==> config.mk <==
export PLATFORM = sky130hd
export DESIGN_NAME = slip_crc16_frame_decoder
export DESIGN_NICKNAME = d
export VERILOG_FILES = /design/src/rtl/scd_pkg.sv /design/src/rtl/scd_in_stage.sv /design/src/rtl/scd_core.sv /design/src/rtl/scd_out_stage.sv /design/src/rtl/slip_crc16_frame_decoder.sv
export VERILOG_INCLUDE_DIRS = /design/src /design/src/rtl
export SDC_FILE = /design/constraint.sdc
export NUM_CORES = 1
export LEC_CHECK = 0
export ABC_AREA = 1
export BUFFER_PORTS_ARGS = -buffer_cell sky130_fd_sc_hd__buf_2
export CAP_MARGIN = 20
export CORE_ASPECT_RATIO = 1.2
export CORE_MARGIN = 3
export CORE_UTILIZATION = 38
export CTS_CLUSTER_DIAMETER = 200
export DETAILED_ROUTE_END_ITERATION = 16
export GPL_TIMING_DRIVEN = 0
export PLACE_DENSITY = 0.52
export SLEW_MARGIN = 40
export SYNTH_ARGS = -nofsm -noshare
export SYNTH_HDL_FRONTEND = slang
export SYNTH_SLANG_ARGS = --single-unit
==> constraint.sdc <==
create_clock -name clk -period 4.95 [get_ports clk]
set_input_delay 0.2475 -clock clk [delete_from_list [all_inputs] [get_ports clk]]
set_output_delay 0.2475 -clock clk [all_outputs]
set_load 0.005 [all_outputs]
==> src/rtl/slip_crc16_frame_decoder_assert.svh <==
// ---------------------------------------------------------------------------
// SLIP CRC-16 frame decoder assertion macros
// Shared property forms for the decoder; clocked on clk, off during reset.
// ---------------------------------------------------------------------------
`ifndef SLIP_CRC16_FRAME_DECODER_ASSERT_SVH
`define SLIP_CRC16_FRAME_DECODER_ASSERT_SVH

// same-cycle implication
`define SCD_ASSERT_SAME(label, ante, cons, msg) \
  label: assert property (@(posedge clk) disable iff (!rst_n) (ante) |-> (cons)) \
    else $error(msg);

// next-cycle implication
`define SCD_ASSERT_NEXT(label, ante, cons, msg) \
  label: assert property (@(posedge clk) disable iff (!rst_n) (ante) |=> (cons)) \
    else $error(msg);

`endif

==> src/rtl/scd_pkg.sv <==
// ---------------------------------------------------------------------------
// SLIP CRC-16 frame decoder package
// Shared constants, status codes, result word type and CRC byte update.
// ---------------------------------------------------------------------------
package scd_pkg;

  localparam int unsigned MAX_FRAME_DEF = 256;

  localparam logic [7:0] SLIP_END     = 8'hC0;
  localparam logic [7:0] SLIP_ESC     = 8'hDB;
  localparam logic [7:0] SLIP_ESC_END = 8'hDC;

  localparam logic [15:0] CRC_POLY = 16'h8005;
  localparam logic [15:0] CRC_TOP  = 16'h8000;

  localparam int unsigned HEADER_LEN = 7;
  localparam int unsigned EMIT_AT    = HEADER_LEN + 2;
  localparam int unsigned UNESC_W    = $clog2(EMIT_AT + 1);

  localparam int unsigned CNT_W     = 9;
  localparam logic [CNT_W-1:0] CNT_MAX   = '1;
  localparam logic [CNT_W-1:0] LIMIT_RST = 9'd256;

  typedef enum logic [2:0] {
    ST_OK           = 3'd0,
    ST_BAD_CRC      = 3'd1,
    ST_TOO_SHORT    = 3'd2,
    ST_TOO_LONG     = 3'd3,
    ST_DANGLING_ESC = 3'd4
  } status_t;

  typedef struct packed {
    logic       valid;
    logic       is_status;
    logic [7:0] payload;
    status_t    status;
  } scd_result_t;

  function automatic logic [15:0] crc_byte(input logic [15:0] crc, input logic [7:0] b);
    logic [15:0] c;
    c = crc ^ {b, 8'h00};
    for (int i = 0; i < 8; i++) begin
      if ((c & CRC_TOP) != 16'h0000) begin
        c = (c << 1) ^ CRC_POLY;
      end else begin
        c = c << 1;
      end
    end
    return c;
  endfunction

endpackage

==> src/rtl/scd_in_stage.sv <==
// ---------------------------------------------------------------------------
// SLIP CRC-16 frame decoder input stage
// Registers one received word; releases it when the core advances.
// ---------------------------------------------------------------------------
module scd_in_stage
  import scd_pkg::*;
(
  input  logic       clk,
  input  logic       rst_n,
  input  logic       in_tvalid,
  output logic       in_tready,
  input  logic [7:0] in_tdata,
  input  logic       advance,
  output logic       s1_valid,
  output logic [7:0] s1_byte
);

  logic       valid_r;
  logic [7:0] byte_r;

  assign in_tready = !valid_r || advance;
  assign s1_valid  = valid_r;
  assign s1_byte   = byte_r;

  always_ff @(posedge clk) begin
    if (!rst_n) begin
      valid_r <= 1'b0;
    end else if (in_tready) begin
      valid_r <= in_tvalid;
    end
  end

  always_ff @(posedge clk) begin
    if (in_tready && in_tvalid) begin
      byte_r <= in_tdata;
    end
  end

endmodule

==> src/rtl/scd_core.sv <==
// ---------------------------------------------------------------------------
// SLIP CRC-16 frame decoder core
// Frame state, unescape, CRC update, header drop, delay line and status.
// ---------------------------------------------------------------------------
`include "slip_crc16_frame_decoder_assert.svh"

module scd_core
  import scd_pkg::*;
#(
  parameter int unsigned MAX_FRAME = MAX_FRAME_DEF
) (
  input  logic             clk,
  input  logic             rst_n,
  input  logic             cfg_wr_en,
  input  logic [CNT_W-1:0] cfg_wr_data,
  input  logic             step,
  input  logic [7:0]       rx_byte,
  output scd_result_t      res
);

  localparam logic [CNT_W-1:0] LIMIT_CAP = CNT_W'(MAX_FRAME);
  localparam logic [UNESC_W-1:0] EMIT_CNT = UNESC_W'(EMIT_AT);

  logic [CNT_W-1:0]   max_len_r;
  logic               in_frame_r, in_frame_nxt;
  logic               esc_r, esc_nxt;
  logic [15:0]        crc_r, crc_nxt;
  logic [UNESC_W-1:0] unesc_r, unesc_nxt;
  logic [CNT_W-1:0]   raw_r, raw_nxt;
  logic               too_long_r, too_long_nxt;
  logic [7:0]         dly0_r, dly0_nxt;
  logic [7:0]         dly1_r, dly1_nxt;

  logic [CNT_W-1:0] limit;
  logic [CNT_W-1:0] raw_inc;
  logic             have_u;
  logic [7:0]       u;
  status_t          status;

  assign limit   = (max_len_r < LIMIT_CAP) ? max_len_r : LIMIT_CAP;
  assign raw_inc = (raw_r == CNT_MAX) ? raw_r : raw_r + CNT_W'(1);

  always_comb begin
    priority if (too_long_r || raw_r >= limit) begin
      status = ST_TOO_LONG;
    end else if (esc_r) begin
      status = ST_DANGLING_ESC;
    end else if (unesc_r < EMIT_CNT) begin
      status = ST_TOO_SHORT;
    end else if (crc_r != 16'h0000) begin
      status = ST_BAD_CRC;
    end else begin
      status = ST_OK;
    end
  end

  always_comb begin
    have_u = 1'b0;
    u      = rx_byte;
    if (esc_r) begin
      have_u = 1'b1;
      u      = (rx_byte == SLIP_ESC_END) ? SLIP_END : SLIP_ESC;
    end else if (rx_byte != SLIP_ESC) begin
      have_u = 1'b1;
    end
  end

  always_comb begin
    in_frame_nxt = in_frame_r;
    esc_nxt      = esc_r;
    crc_nxt      = crc_r;
    unesc_nxt    = unesc_r;
    raw_nxt      = raw_r;
    too_long_nxt = too_long_r;
    dly0_nxt     = dly0_r;
    dly1_nxt     = dly1_r;
    res          = '0;
    if (step) begin
      if (!in_frame_r) begin
        if (rx_byte == SLIP_END) begin
          in_frame_nxt = 1'b1;
          esc_nxt      = 1'b0;
          crc_nxt      = 16'h0000;
          unesc_nxt    = '0;
          raw_nxt      = CNT_W'(1);
          too_long_nxt = 1'b0;
        end
      end else if (rx_byte == SLIP_END) begin
        if (raw_r > CNT_W'(1) || esc_r) begin
          res.valid     = 1'b1;
          res.is_status = 1'b1;
          res.status    = status;
          in_frame_nxt  = 1'b0;
          esc_nxt       = 1'b0;
        end
      end else begin
        raw_nxt = raw_inc;
        if (raw_inc >= limit) begin
          too_long_nxt = 1'b1;
        end
        esc_nxt = !esc_r && (rx_byte == SLIP_ESC);
        if (have_u) begin
          crc_nxt = crc_byte(crc_r, u);
          if (unesc_r == EMIT_CNT) begin
            res.valid   = 1'b1;
            res.payload = dly1_r;
          end else begin
            unesc_nxt = unesc_r + UNESC_W'(1);
          end
          dly1_nxt = dly0_r;
          dly0_nxt = u;
        end
      end
    end
  end

  always_ff @(posedge clk) begin
    if (!rst_n) begin
      max_len_r  <= LIMIT_RST;
      in_frame_r <= 1'b0;
      esc_r      <= 1'b0;
      crc_r      <= 16'h0000;
      unesc_r    <= '0;
      raw_r      <= '0;
      too_long_r <= 1'b0;
    end else begin
      if (cfg_wr_en) begin
        max_len_r <= cfg_wr_data;
      end
      in_frame_r <= in_frame_nxt;
      esc_r      <= esc_nxt;
      crc_r      <= crc_nxt;
      unesc_r    <= unesc_nxt;
      raw_r      <= raw_nxt;
      too_long_r <= too_long_nxt;
    end
  end

  always_ff @(posedge clk) begin
    dly0_r <= dly0_nxt;
    dly1_r <= dly1_nxt;
  end

  `SCD_ASSERT_SAME(a_payload_after_header, res.valid && !res.is_status,
    unesc_r == EMIT_CNT, "payload word before header and delay filled")
  `SCD_ASSERT_NEXT(a_hunt_after_status, res.valid && res.is_status,
    !in_frame_r && !esc_r, "status word did not return to hunting")
  `SCD_ASSERT_SAME(a_esc_in_frame, esc_r, in_frame_r, "escape pending outside a frame")
  `SCD_ASSERT_SAME(a_raw_nonzero, in_frame_r, raw_r != '0, "open frame with zero raw count")

endmodule

==> src/rtl/scd_out_stage.sv <==
// ---------------------------------------------------------------------------
// SLIP CRC-16 frame decoder output stage
// Result register toward the master-side stream; sets the advance condition.
// ---------------------------------------------------------------------------
module scd_out_stage
  import scd_pkg::*;
(
  input  logic        clk,
  input  logic        rst_n,
  input  scd_result_t res,
  output logic        advance,
  output logic        out_tvalid,
  input  logic        out_tready,
  output logic [15:0] out_tdata,
  output logic        out_tuser
);

  logic        valid_r;
  logic        is_status_r;
  logic [7:0]  payload_r;
  status_t     status_r;

  assign advance    = !valid_r || out_tready;
  assign out_tvalid = valid_r;
  assign out_tdata  = {5'b00000, status_r, payload_r};
  assign out_tuser  = is_status_r;

  always_ff @(posedge clk) begin
    if (!rst_n) begin
      valid_r <= 1'b0;
    end else if (advance) begin
      valid_r <= res.valid;
    end
  end

  always_ff @(posedge clk) begin
    if (advance && res.valid) begin
      is_status_r <= res.is_status;
      payload_r   <= res.payload;
      status_r    <= res.status;
    end
  end

endmodule

==> src/rtl/slip_crc16_frame_decoder.sv <==
// ---------------------------------------------------------------------------
// SLIP CRC-16 frame decoder
// Deframes SLIP line bytes, checks CRC-16/BUYPASS, emits payload and status.
// ---------------------------------------------------------------------------
// One line byte per in_ word, one word per clock sustained: each byte passes
// an input register, the combinational unescape/CRC/count logic and a result
// register; out_tready stalls flow back to in_tready. Bytes before the first
// 0xC0 are dropped. After the 7 header bytes, payload words (out_tuser 0)
// leave two bytes late so the CRC bytes never appear; the closing 0xC0 of
// a non-empty frame gives one status word (out_tuser 1):
// 0 ok, 1 bad CRC, 2 short, 3 too long, 4 dangling escape. Discard the
// frame's payload unless its status is ok. Write cfg_wr_data only while idle.
module slip_crc16_frame_decoder
  import scd_pkg::*;
#(
  parameter int unsigned MAX_FRAME = MAX_FRAME_DEF
) (
  input  logic             clk,
  input  logic             rst_n,
  input  logic             in_tvalid,
  output logic             in_tready,
  input  logic [7:0]       in_tdata,     // [7:0] rx_byte
  output logic             out_tvalid,
  input  logic             out_tready,
  output logic [15:0]      out_tdata,    // [7:0] payload_byte, [10:8] frame_status
  output logic             out_tuser,    // [0] is_status
  input  logic             cfg_wr_en,
  input  logic [CNT_W-1:0] cfg_wr_data   // max_frame_length
);

  logic        advance;
  logic        s1_valid;
  logic [7:0]  s1_byte;
  scd_result_t res;

  scd_in_stage u_in (
    .clk       (clk),
    .rst_n     (rst_n),
    .in_tvalid (in_tvalid),
    .in_tready (in_tready),
    .in_tdata  (in_tdata),
    .advance   (advance),
    .s1_valid  (s1_valid),
    .s1_byte   (s1_byte)
  );

  scd_core #(
    .MAX_FRAME (MAX_FRAME)
  ) u_core (
    .clk         (clk),
    .rst_n       (rst_n),
    .cfg_wr_en   (cfg_wr_en),
    .cfg_wr_data (cfg_wr_data),
    .step        (s1_valid && advance),
    .rx_byte     (s1_byte),
    .res         (res)
  );

  scd_out_stage u_out (
    .clk        (clk),
    .rst_n      (rst_n),
    .res        (res),
    .advance    (advance),
    .out_tvalid (out_tvalid),
    .out_tready (out_tready),
    .out_tdata  (out_tdata),
    .out_tuser  (out_tuser)
  );

endmodule
==> summary.md, run 1 <==
| Metric | Value |
|---|---|
| Last element of the critical path | u_core.too_long_r |
| Slew margin rel. | 55.3% |
| Synth Flop Type | dfxtp_1 |
| CTS Root Cell | clkbuf_16 |
| Dpl cells | 665 |
| Cts bufs inserted | 9 |
| Worst Hold Class | in -> reg |
| Fin cells | 681 |
| Crit-path most repeated cell | nand2_1 |
| TNS Setup | 0 ps |
| Clk_skew | 5.77 ps |
| Top delay family on crit path | simple AND/OR/NAND/NOR gates |
| Worst r2r path cells | 19 |
| GPL Wtd Cong | 0.804 |
| Post-route minimum period | 3170 ps |
| Area after DPL | 0.00458 sq mm |
| Cells after Synth | 496 |
| Wire per inst | 13.2 microns |
| H-tree depth | 3 |
| Site row count | 41 |
| I/O Pins | 41 |
| Arr. time, crit path | 3420 ps |
| Footprint of the multi-input gates | 0.00196 sq mm |
| Leakage | 2.09 nW |
| Clk slew on worst S/H paths | 60 ps |
| Sequential Area | 0.00194 sq mm |
| Routed Antenna Nets | 0 |
| GRT overflow | 0 |
| Status | complete, no violations |
| Synthesized flop and latch total | 79 |
| FFs w/ async S/R, synth | 0% |
| Final Util | 45.7% |
| Die area | 0.0124 sq mm |
| TritonRoute pass-1 iters | 4 |
| Slew Limit Fails | 0 |
| # nets final | 594 |
| Antenna fix cells | 0 |
| Kind of end point of the critical path | flop |
| Worst-margin pin slew | 671 ps |
| Worst VDD drop | 175 uV |
| DIE HEIGHT | 121 microns |
| Via count | 3260 |
| Share of the yosys chip area belonging to registers | 46.1% |
| Initial antenna violation count | 0 |
| Detail Placement HPWL | 7.08 mm |
| CP Class | reg -> reg |
| Worst Setup SP | u_core.raw_r[1] |
| RSZ-0062 raised after global routing | no |
| Tcrit/Tclk final | 64.1% |
| R2r endpoint | u_core.too_long_r |
| Layout area overhead | 15.6% |
| Worst-path cell chain | ha_1, nand2_1, inv_1, nand4_1, nor3b_1, nand2_1, o21ai_0, inv_1, ha_1, nand2_1, o211ai_1, nand3_1, nand2_1, nand3_1, nand2_1, a21oi_1, o21ai_0, a21oi_1, a311oi_1 |
| # Post-CTS Setup Buffers | 0 |
| Crit path depth | 19 |
| Number of flops mapped to enable cells by yosys | 36 |
| Clk sinks | 79 |
| Vias per cell | 4.79 |
| Slowest CP cell | dfxtp_1 |
| WP data required | 5200 ps |
| Residual DRC count | 0 |
| Final WL | 8.96 mm |
| WP buf/inv | 2 |
| Area of all placed cells without fillers | 0.00487 sq mm |
| Vias in the first global route | 3275 |
| Max-cap violations | 0 |
| DR iter-0 viols | 98 |
| PD cells | 301 mW/mm^2 |
| Core region area | 0.0107 sq mm |
| Share of cells above drive strength 1 | 17.9% |
| CTS tree | yes |
| Synth unique cells | 42 |
| Clock Latency Late Sink | 330 ps |
| Final Hold Viols | 0 |
| Max clock buf depth | 2 |
| Worst Setup Start Kind | flop |
| Yosys warns | 0 |
| Worst-path fanout max | 8 |
| Worst r2r src | u_core.raw_r[1] |
| Largest net degree at the start of global routing | 15 |
| Post-cts resize count | 0 |
| Final setup violation count | 0 |
| Synth Cell Area | 0.00422 sq mm |
| Initial core utilization | 39.5% |
| Total global-route track usage | 15.4% |
| Hold WS | 90.5 ps |
| Max incr delay on CP | 430 ps |
| Syn_area_per_cell | 8.50 sq um |
| # hold bufs at CTS | 0 |
| Flop-to-flop setup slack | 1780 ps |
| # port buffers | 34 |
| DIE WIDTH | 102 microns |
| Fill count | 1108 |
| FMAX | 315 MHz |
| First-pass GRT wire length | 15.0 mm |
sequential cells by signal (all words and copies together), names as in the netlist:
name	flops
u_out.payload_r	8
u_core.dly0_r	8
u_out.status_r	3
u_core.unesc_r	4
u_in.s1_valid	1
u_core.crc_r	16
u_core.raw_r	9
u_core.dly1_r	8
u_in.s1_byte	8
u_core.too_long_r	1
u_core.max_len_r	9
u_out.out_tuser	1
u_core.in_frame_r	1
u_core.esc_r	1
u_out.out_tvalid	1
report_power, final:
| part | switching, mW | leakage [nW] | total [mW] | internal [mW] |
|---|---|---|---|---|
| combinational | 0.0828 | 1.25 | 0.128 | 0.0453 |
| clock | 0.271 | 0.140 | 0.642 | 0.371 |
| sequential | 0.00789 | 0.701 | 0.699 | 0.691 |
cell families after synthesis:
group           Yosys count  share of synthesized area, %
buf+inv                  82                          8.04
other cells               1                        0.0889
fa+ha+maj                25                          7.42
xor+xnor                 16                          4.04
flops                    79                          46.1
compound gates           75                          9.91
simple gates            218                          24.5
layout make-up:
type / count / area share, %
clock buffers: 10 / 5.13
repair buffers: 36 / 3.75
inverters: 68 / 5.29
flip-flops and latches: 79 / 39.8
multi-input cells: 339 / 40.1
plain buffers: 14 / 1.67
well taps: 129 / 3.31
clock inverters: 6 / 0.873
cell usage in the layout, fill, tap and decap left out, types with 12 or more instances in the layout:
| cell type | Yosys | routed |
|---|---|---|
| nor2_1 | 46 | 46 |
| buf_2 | 2 | 37 |
| nand2_2 | 12 | 12 |
| dfxtp_1 | 43 | 43 |
| edfxtp_1 | 36 | 36 |
| nand2_1 | 93 | 93 |
| inv_1 | 59 | 59 |
| o21ai_0 | 20 | 20 |
| a21oi_1 | 39 | 39 |
| ha_1 | 25 | 25 |
| nand3_1 | 33 | 33 |
per-layer routing:
layer | vias up | global-route usage [%] | share of wire [%]
li1 | 1730 | - | -
met1 | 1489 | 18.4 | 45
met2 | 30 | 27.2 | 50
met3 | 11 | 3.05 | 2.5
met4 | 0 | 5.58 | 2.0
met5 | - | 0 | 0
worst min-delay path by stage:
stage | startpoint | to | slack (ps) | cells past startpoint
2_1_floorplan | in_tdata[0] | u_in.s1_byte[0] | 350 | 0
3_3_place_gp | u_core.dly0_r[7] | u_core.dly1_r[7] | 400 | 0
3_5_place_dp | u_core.dly0_r[2] | u_core.dly1_r[2] | 400 | 0
4_1_cts | in_tdata[0] | u_in.s1_byte[0] | 80 | 1
5_1_grt | in_tdata[4] | u_in.s1_byte[4] | 80 | 1
6_report | in_tdata[1] | u_in.s1_byte[1] | 90 | 1
through the flow:
| step | setup WS [ps] | total power, mW |
|---|---|---|
| after detailed placement | 1790 | 0.842 |
| after global placement | 1850 | 0.838 |
| after CTS | 1760 | 1.48 |
| final | 1780 | 1.47 |
| after global routing | 1260 | 1.53 |
| after floorplan | 2240 | 0.808 |
synth_stat cells, types with 4 or more instances:
library cell	instances	area [sq um]
nand2_1	93	349
inv_1	59	221
nor2_1	46	173
dfxtp_1	43	861
a21oi_1	39	195
edfxtp_1	36	1080
nand3_1	33	165
ha_1	25	313
o21ai_0	20	100
nand2_2	12	75.1
xor2_1	9	78.8
nor3_1	8	40.0
clkbuf_1	6	22.5
nand3_2	6	60.1
buf_4	5	37.5
inv_2	5	18.8
nor4_1	5	31.3
nand2_4	4	45.0
nand4_1	4	25.0
(Power assumes the default switching activity.)
==> run 2, diff against run 1 <==
--- a/config.mk
+++ b/config.mk
@@ -15,7 +15,7 @@
 export CTS_CLUSTER_DIAMETER = 200
 export DETAILED_ROUTE_END_ITERATION = 16
 export GPL_TIMING_DRIVEN = 0
-export PLACE_DENSITY = 0.52
+export PLACE_DENSITY = 0.54
 export SLEW_MARGIN = 40
 export SYNTH_ARGS = -nofsm -noshare
 export SYNTH_HDL_FRONTEND = slang
==> constraint.sdc (replaced) <==
create_clock -name clk -period 2.8 [get_ports clk]
set_input_delay 0.14 -clock clk [delete_from_list [all_inputs] [get_ports clk]]
set_output_delay 0.14 -clock clk [all_outputs]
set_load 0.005 [all_outputs]
==> run 2 against run 1 <==
First-iteration DRC count is 18% higher. Fmax is 17% higher. Non-clock buffer count is 22 higher. Sequential cell count stayed put. Critical path depth stayed put. Via count is 3.9% higher. Sequential power is 76% higher. Critical endpoint unchanged. Largest cell class unchanged.
==> summary.md, run 2 (synthesis gave the netlist of run 1 again) <==
| Metric | Value |
|---|---|
| Post-route minimum period | 2720 ps (-453 ps) |
| # port buffers | 34 (unchanged) |
| Leakage | 2.24 nW (+7.0%) |
| DR iter-0 viols | 116 (+18%) |
| # nets final | 616 (+3.7%) |
| H-tree depth | 3 (unchanged) |
| PD cells | 540 mW/mm^2 (+79%) |
| Wire per inst | 12.8 microns (-2.6%) |
| Layout area overhead | 23.1% |
| Arr. time, crit path | 2910 ps (-510 ps) |
| Area after DPL | 0.00459 sq mm (+0.14%) |
| Hold WS | 29.5 ps (-61.0 ps) |
| Worst VDD drop | 297 uV (+70%) |
| Max-cap violations | 0 (unchanged) |
| GRT overflow | 0 (unchanged) |
| Initial core utilization | 39.5% (unchanged) |
| Area of all placed cells without fillers | 0.00519 sq mm (+6.5%) |
| Antenna fix cells | 0 (unchanged) |
| First-pass GRT wire length | 15.2 mm (+1.2%) |
| Routed Antenna Nets | 0 (unchanged) |
| Largest net degree at the start of global routing | 15 (unchanged) |
| Final WL | 9.00 mm (+0.51%) |
| Crit-path most repeated cell | nand2_2 |
| Worst Setup Start Kind | flop |
| Clk sinks | 79 (unchanged) |
| Slew Limit Fails | 0 (unchanged) |
| Final Hold Viols | 0 (unchanged) |
| Cts bufs inserted | 9 (unchanged) |
| Worst-margin pin slew | 670 ps (-0.909 ps) |
| Worst Hold Class | in -> reg |
| Worst-path cell chain | ha_4, nand2_2, inv_2, nand4_1, nor3b_2, nand2_2, nand2_2, o21a_1, ha_1, a21oi_2, o211ai_1, nand3_1, nand2_1, nand3_1, nand2_1, a21oi_2, o21ai_2, a21oi_1, a311oi_1 |
| Max clock buf depth | 2 (unchanged) |
| Total global-route track usage | 15.7% (+0.20 points) |
| Fill count | 1018 (-8.1%) |
| Share of cells above drive strength 1 | 22.3% (+4.4 points) |
| Reg with most FFs | u_core.crc_r |
| WP data required | 2990 ps (-2210 ps) |
| Residual DRC count | 0 (unchanged) |
| I/O Pins | 41 (unchanged) |
| CP Class | reg -> reg |
| RSZ-0062 raised after global routing | yes |
| Sequential Area | 0.00195 sq mm (+0.39%) |
| Clock Latency Late Sink | 340 ps (about the same) |
| WP buf/inv | 1 (-1) |
| GPL Wtd Cong | 0.801 (-0.37%) |
| Core region area | 0.0107 sq mm (unchanged) |
| Slowest CP cell | dfxtp_4 |
| Slew margin rel. | 55.3% (+0.061 points) |
| Vias per cell | 4.82 (+0.64%) |
| Tcrit/Tclk final | 97.1% (+33 points) |
| Top delay family on crit path | simple AND/OR/NAND/NOR gates |
| CTS Root Cell | clkbuf_16 |
| Largest regs | u_core.crc_r: 16 flops, u_core.max_len_r: 9 flops, u_core.raw_r: 9 flops |
| Worst-path fanout max | 6 (-2) |
| Clk slew on worst S/H paths | 60 ps (about the same) |
| Footprint of the multi-input gates | 0.00202 sq mm (+3.3%) |
| DIE WIDTH | 102 microns (unchanged) |
| Most frequent cells in the layout | 90 x nand2_1, 57 x inv_1, 46 x nor2_1, 41 x dfxtp_1, 37 x a21oi_1 |
| Die area | 0.0124 sq mm (unchanged) |
| Site row count | 41 (unchanged) |
| Status | complete, no violations |
| Vias in the first global route | 3337 (+1.9%) |
| Initial antenna violation count | 0 (unchanged) |
| CTS tree | yes |
| TritonRoute pass-1 iters | 4 (unchanged) |
| Max incr delay on CP | 390 ps (-40 ps) |
| Detail Placement HPWL | 6.90 mm (-2.5%) |
| Kind of end point of the critical path | flop |
| Via count | 3387 (+3.9%) |
| FMAX | 368 MHz (+17%) |
| Max reg flops | 16 (unchanged) |
| DIE HEIGHT | 121 microns (unchanged) |
| Final setup violation count | 0 (unchanged) |
| Clk_skew | 8.42 ps (+2.65 ps) |
| Most common cell after layout, fill and taps aside | nand2_1 |
| Power Total | 2.80 mW (+91%) |
## run 2: changes by cell type in the layout (fill, tap and decap cells not counted), moves of 3 or more
cell | before | now
nand2_2 | 12 | 15
nand2_1 | 93 | 90
buf_4 | 6 | 20
dlygate4sd3_1 | 0 | 8
## run 2: path summary, 6_finish.rpt
kind	startpoint	end	slack (ps)	cells past startpoint
min reg2reg	u_core.dly0_r[5]	u_core.dly1_r[5]	420	0
max	u_core.raw_r[1]	u_core.too_long_r	80	19
min	cfg_wr_data[5]	u_core.max_len_r[5]	30	3
max reg2reg	u_core.raw_r[1]	u_core.too_long_r	80	19
## run 2: area by class of cell
class                   count  share of cell area (%)
flip-flops and latches     79                    37.5
clock buffers              11                    5.08
multi-input cells         339                    38.9
clock inverters             5                    1.64
inverters                  68                    4.96
plain buffers              14                    1.57
repair buffers             58                    7.20
well taps                 129                    3.11
## run 2: routing by layer
| metal | part of all wire, % | global-route usage, % |
|---|---|---|
| met4 | 2.2 | 6.32 |
| met5 | 0 | 0 |
| met3 | 2.8 | 3.57 |
| met2 | 50 | 27.1 |
| met1 | 44 | 18.5 |
## run 2: through the flow
step | setup WS [ps] | setup TNS (ps) | instances | utilization [%]
5_1_grt | -155 | -155 | 703 | 48.7
6_report | 82.2 | 0 | 703 | 48.7
3_3_place_gp | -302 | -1640 | 663 | 42.8
2_1_floorplan | 94.8 | 0 | 500 | -
3_5_place_dp | -343 | -343 | 665 | 43.0
4_1_cts | 7.97 | 0 | 692 | 47.3
## run 2: worst register-to-register path: cells and delay by family, from the launching register on
family | cells | cell delay [ps]
AND/OR/NAND/NOR | 9 | 930
AO/OA/AOI/OAI | 7 | 790
adder cells (fa/ha/maj) | 2 | 400
flip-flops | 1 | 390
buffers and inverters | 1 | 60
## run 2: timing repair
action,in CTS,in global routing
hold endpoints to repair,8,0
resized for setup,7,14
setup buffers,3,11
endpoints found under the setup margin,1,42
pin swaps,2,12
hold buffers,8,0
## run 2: report_power, final
group | switching [mW] | internal (mW)
logic | 0.148 | 0.0895
registers | 0.0145 | 1.22
clock network | 0.466 | 0.867
total | 0.628 | 2.18
==> run 3, diff against run 2 <==
--- a/config.mk
+++ b/config.mk
@@ -9,12 +9,12 @@
 export ABC_AREA = 1
 export BUFFER_PORTS_ARGS = -buffer_cell sky130_fd_sc_hd__buf_2
 export CAP_MARGIN = 20
-export CORE_ASPECT_RATIO = 1.2
+export CORE_ASPECT_RATIO = 0.75
 export CORE_MARGIN = 3
 export CORE_UTILIZATION = 38
 export CTS_CLUSTER_DIAMETER = 200
 export DETAILED_ROUTE_END_ITERATION = 16
-export GPL_TIMING_DRIVEN = 0
+export HOLD_SLACK_MARGIN = 0.08
 export PLACE_DENSITY = 0.54
 export SLEW_MARGIN = 40
 export SYNTH_ARGS = -nofsm -noshare
==> run 3 against run 2 <==
Via count up 0.50%. Fmax down 1.7%. Sequential cell count unchanged. Hold slack better by 68 ps. Cell area up 1.7%. Combinational power up 2%. Non-clock buffer count up 7. Clock power about the same. Sequential power about the same. First-iteration DRC count up 93%. Critical path type unchanged. Critical endpoint unchanged.
==> summary.md, run 3 (synthesis gave the netlist of run 1 again) <==
| Metric | Value |
|---|---|
| Worst-path fanout max | 4 (-2) |
| Busiest layer in global routing | met1 |
| DIE WIDTH | 128 microns (+25%) |
| CTS Root Cell | clkbuf_16 |
| Share of cells above drive strength 1 | 22.0% (-0.27 points) |
| Max-cap violations | 0 (unchanged) |
| Detail Placement HPWL | 7.08 mm (+2.7%) |
| I/O Pins | 41 (unchanged) |
| GRT overflow | 0 (unchanged) |
| Max clock buf depth | 2 (unchanged) |
| TritonRoute pass-1 iters | 5 (+1) |
| CTS tree | yes |
| Status | complete, no violations |
| Global routing usage on met2 | 21.7% (-5.4 points) |
| Worst Setup Start Kind | flop |
| Kind of end point of the critical path | flop |
| Post-route minimum period | 2760 ps (+46.8 ps) |
| Layout area overhead | 25.3% |
| Post-place setup slack | -63.3 ps (+280 ps) |
| Worst r2r path cells | 19 (unchanged) |
| Final setup violation count | 0 (unchanged) |
| Max incr delay on CP | 350 ps (-40 ps) |
| Area after DPL | 0.00467 sq mm (+1.8%) |
| Worst Hold Class | in -> reg |
| Tcrit/Tclk final | 98.7% (+1.7 points) |
| CP Class | reg -> reg |
| Flop-to-flop setup slack | 40 ps (-50 ps) |
| Clk_skew | 4.74 ps (-3.68 ps) |
| TNS Setup | 0 ps (unchanged) |
| H-tree depth | 3 (unchanged) |
| # port buffers | 35 (+2.9%) |
| Vias per cell | 4.75 (-1.5%) |
| Residual DRC count | 0 (unchanged) |
| Routed Antenna Nets | 0 (unchanged) |
| Final WL | 9.49 mm (+5.4%) |
| Cts bufs inserted | 9 (unchanged) |
| Arr. time, crit path | 3010 ps (+100 ps) |
| Final WS setup | 35.3 ps (-46.8 ps) |
| Initial antenna violation count | 0 (unchanged) |
| Reg with most FFs | u_core.crc_r |
| RSZ-0062 raised after global routing | yes |
| Die area | 0.0124 sq mm (about the same) |
| FMAX | 362 MHz (-1.7%) |
| Clk sinks | 79 (unchanged) |
| Via count | 3404 (+0.50%) |
| Most common cell after layout, fill and taps aside | nand2_1 |
| Vias in the first global route | 3229 (-3.2%) |
| Worst Setup SP | u_core.raw_r[1] |
| Clk slew on worst S/H paths | 60 ps (about the same) |
| Wire per inst | 13.2 microns (+3.4%) |
| Total global-route track usage | 15.9% (+0.23 points) |
| Power Total | 2.82 mW (+0.56%) |
| Core region area | 0.0105 sq mm (-1.3%) |
| Slowest CP cell | dfxtp_2 |
| Worst r2r src | u_core.raw_r[1] |
| R2r endpoint | u_core.too_long_r |
| PD cells | 534 mW/mm^2 (-1.2%) |
| Initial core utilization | 40.0% (+0.53 points) |
| # nets final | 623 (+1.1%) |
| Leakage | 2.27 nW (+1.4%) |
| WP data required | 3040 ps (+50 ps) |
| Largest net degree at the start of global routing | 22 (+7) |
| Antenna fix cells | 0 (unchanged) |
| DIE HEIGHT | 97.2 microns (-20%) |
| Largest regs | u_core.crc_r: 16 flops, u_core.max_len_r: 9 flops, u_core.raw_r: 9 flops |
| Clock Latency Late Sink | 330 ps (about the same) |
| Area of all placed cells without fillers | 0.00528 sq mm (+1.7%) |
| Grt met3 use | 3.57% (+0.0062 points) |
| GPL Wtd Cong | 0.848 (+5.9%) |
| Site row count | 32 (-22%) |
| First-pass GRT wire length | 15.8 mm (+3.8%) |
| Crit-path most repeated cell | nand2_2 |
| Final Hold Viols | 0 (unchanged) |
| Last element of the critical path | u_core.too_long_r |
| DR iter-0 viols | 224 (+93%) |
| Worst-path cell chain | ha_4, nand2_2, inv_2, nand4_1, nor3b_2, nand2_2, o21ai_1, inv_1, ha_4, nand2_2, o211ai_1, nand3_1, nand2_1, nand3_1, nand2_1, a21oi_2, o21ai_2, a21oi_1, a311oi_1 |
| Worst hold start | cfg_wr_data[0] |
| Slew Limit Fails | 0 (unchanged) |
| Routing usage on met1 | 24.5% (+6.0 points) |
| Worst VDD drop | 345 uV (+16%) |
| Max reg flops | 16 (unchanged) |
| Most frequent cells in the layout | 90 x nand2_1, 58 x inv_1, 46 x nor2_1, 41 x dfxtp_1, 38 x a21oi_1 |
## run 3: changes by cell type in the layout (fill, tap and decap cells not counted), sizes merged
cell / delta
dlygate4sd3: +9
clkbuf: -8
buf: +4
inv: -1
bufinv: +1
clkinvlp: +2
## run 3: worst min-delay path by stage
stage | endpoint | slack (ps) | depth (start not counted)
final | u_core.max_len_r[0] | 100 | 3
after global routing | u_core.max_len_r[0] | 130 | 3
after CTS | u_core.max_len_r[0] | 90 | 3
after detailed placement | u_in.s1_byte[3] | 320 | 1
after global placement | u_in.s1_byte[5] | 320 | 1
after floorplan | u_in.s1_byte[0] | 240 | 0
## run 3: cell type report
class	instances	area, sq um
Clock inverter	7	120
Timing Repair Buffer	79	564
Clock buffer	9	225
Multi-Input combinational cell	339	2000
Tap cell	136	170
Inverter	68	258
Fill cell	1001	5250
Sequential cell	79	1940
## run 3: stage by stage
step	std cells	util [%]	hold WS (ps)
finish	717	50.2	97.9
global route	717	50.2	134
CTS	711	49.3	91.3
detailed placement	678	44.4	318
global placement	678	44.4	316
floorplan	500	-	239
## run 3: what timing repair did
action | 4_1_cts | 5_1_grt
buffers inserted | 0 | 6
endpoints found under the setup margin | 1 | 1
gates resized for setup | 2 | 13
hold buffers | 17 | 0
pin swaps | 0 | 11
hold endpoints to repair | 17 | 0
## run 3: report_power, final
group	total (mW)	internal, mW	switching, mW
Clock	1.34	0.873	0.468
Sequential	1.24	1.22	0.0154
Combinational	0.242	0.0948	0.148
Total	2.82	2.19	0.631
## run 3: worst max-delay path: cells and delay by family (launching register included)
kind,cells,cell delay [ps]
AO/OA/AOI/OAI,6,870
adder cells (fa/ha/maj),2,410
buffers and inverters,2,140
flip-flops,1,350
AND/OR/NAND/NOR,9,890
## run 3: per-layer routing
layer	up-vias	wire length [microns]
met1	1515	5160
met4	0	98
met2	81	3770
li1	1800	-
met3	8	460
met5	-	0
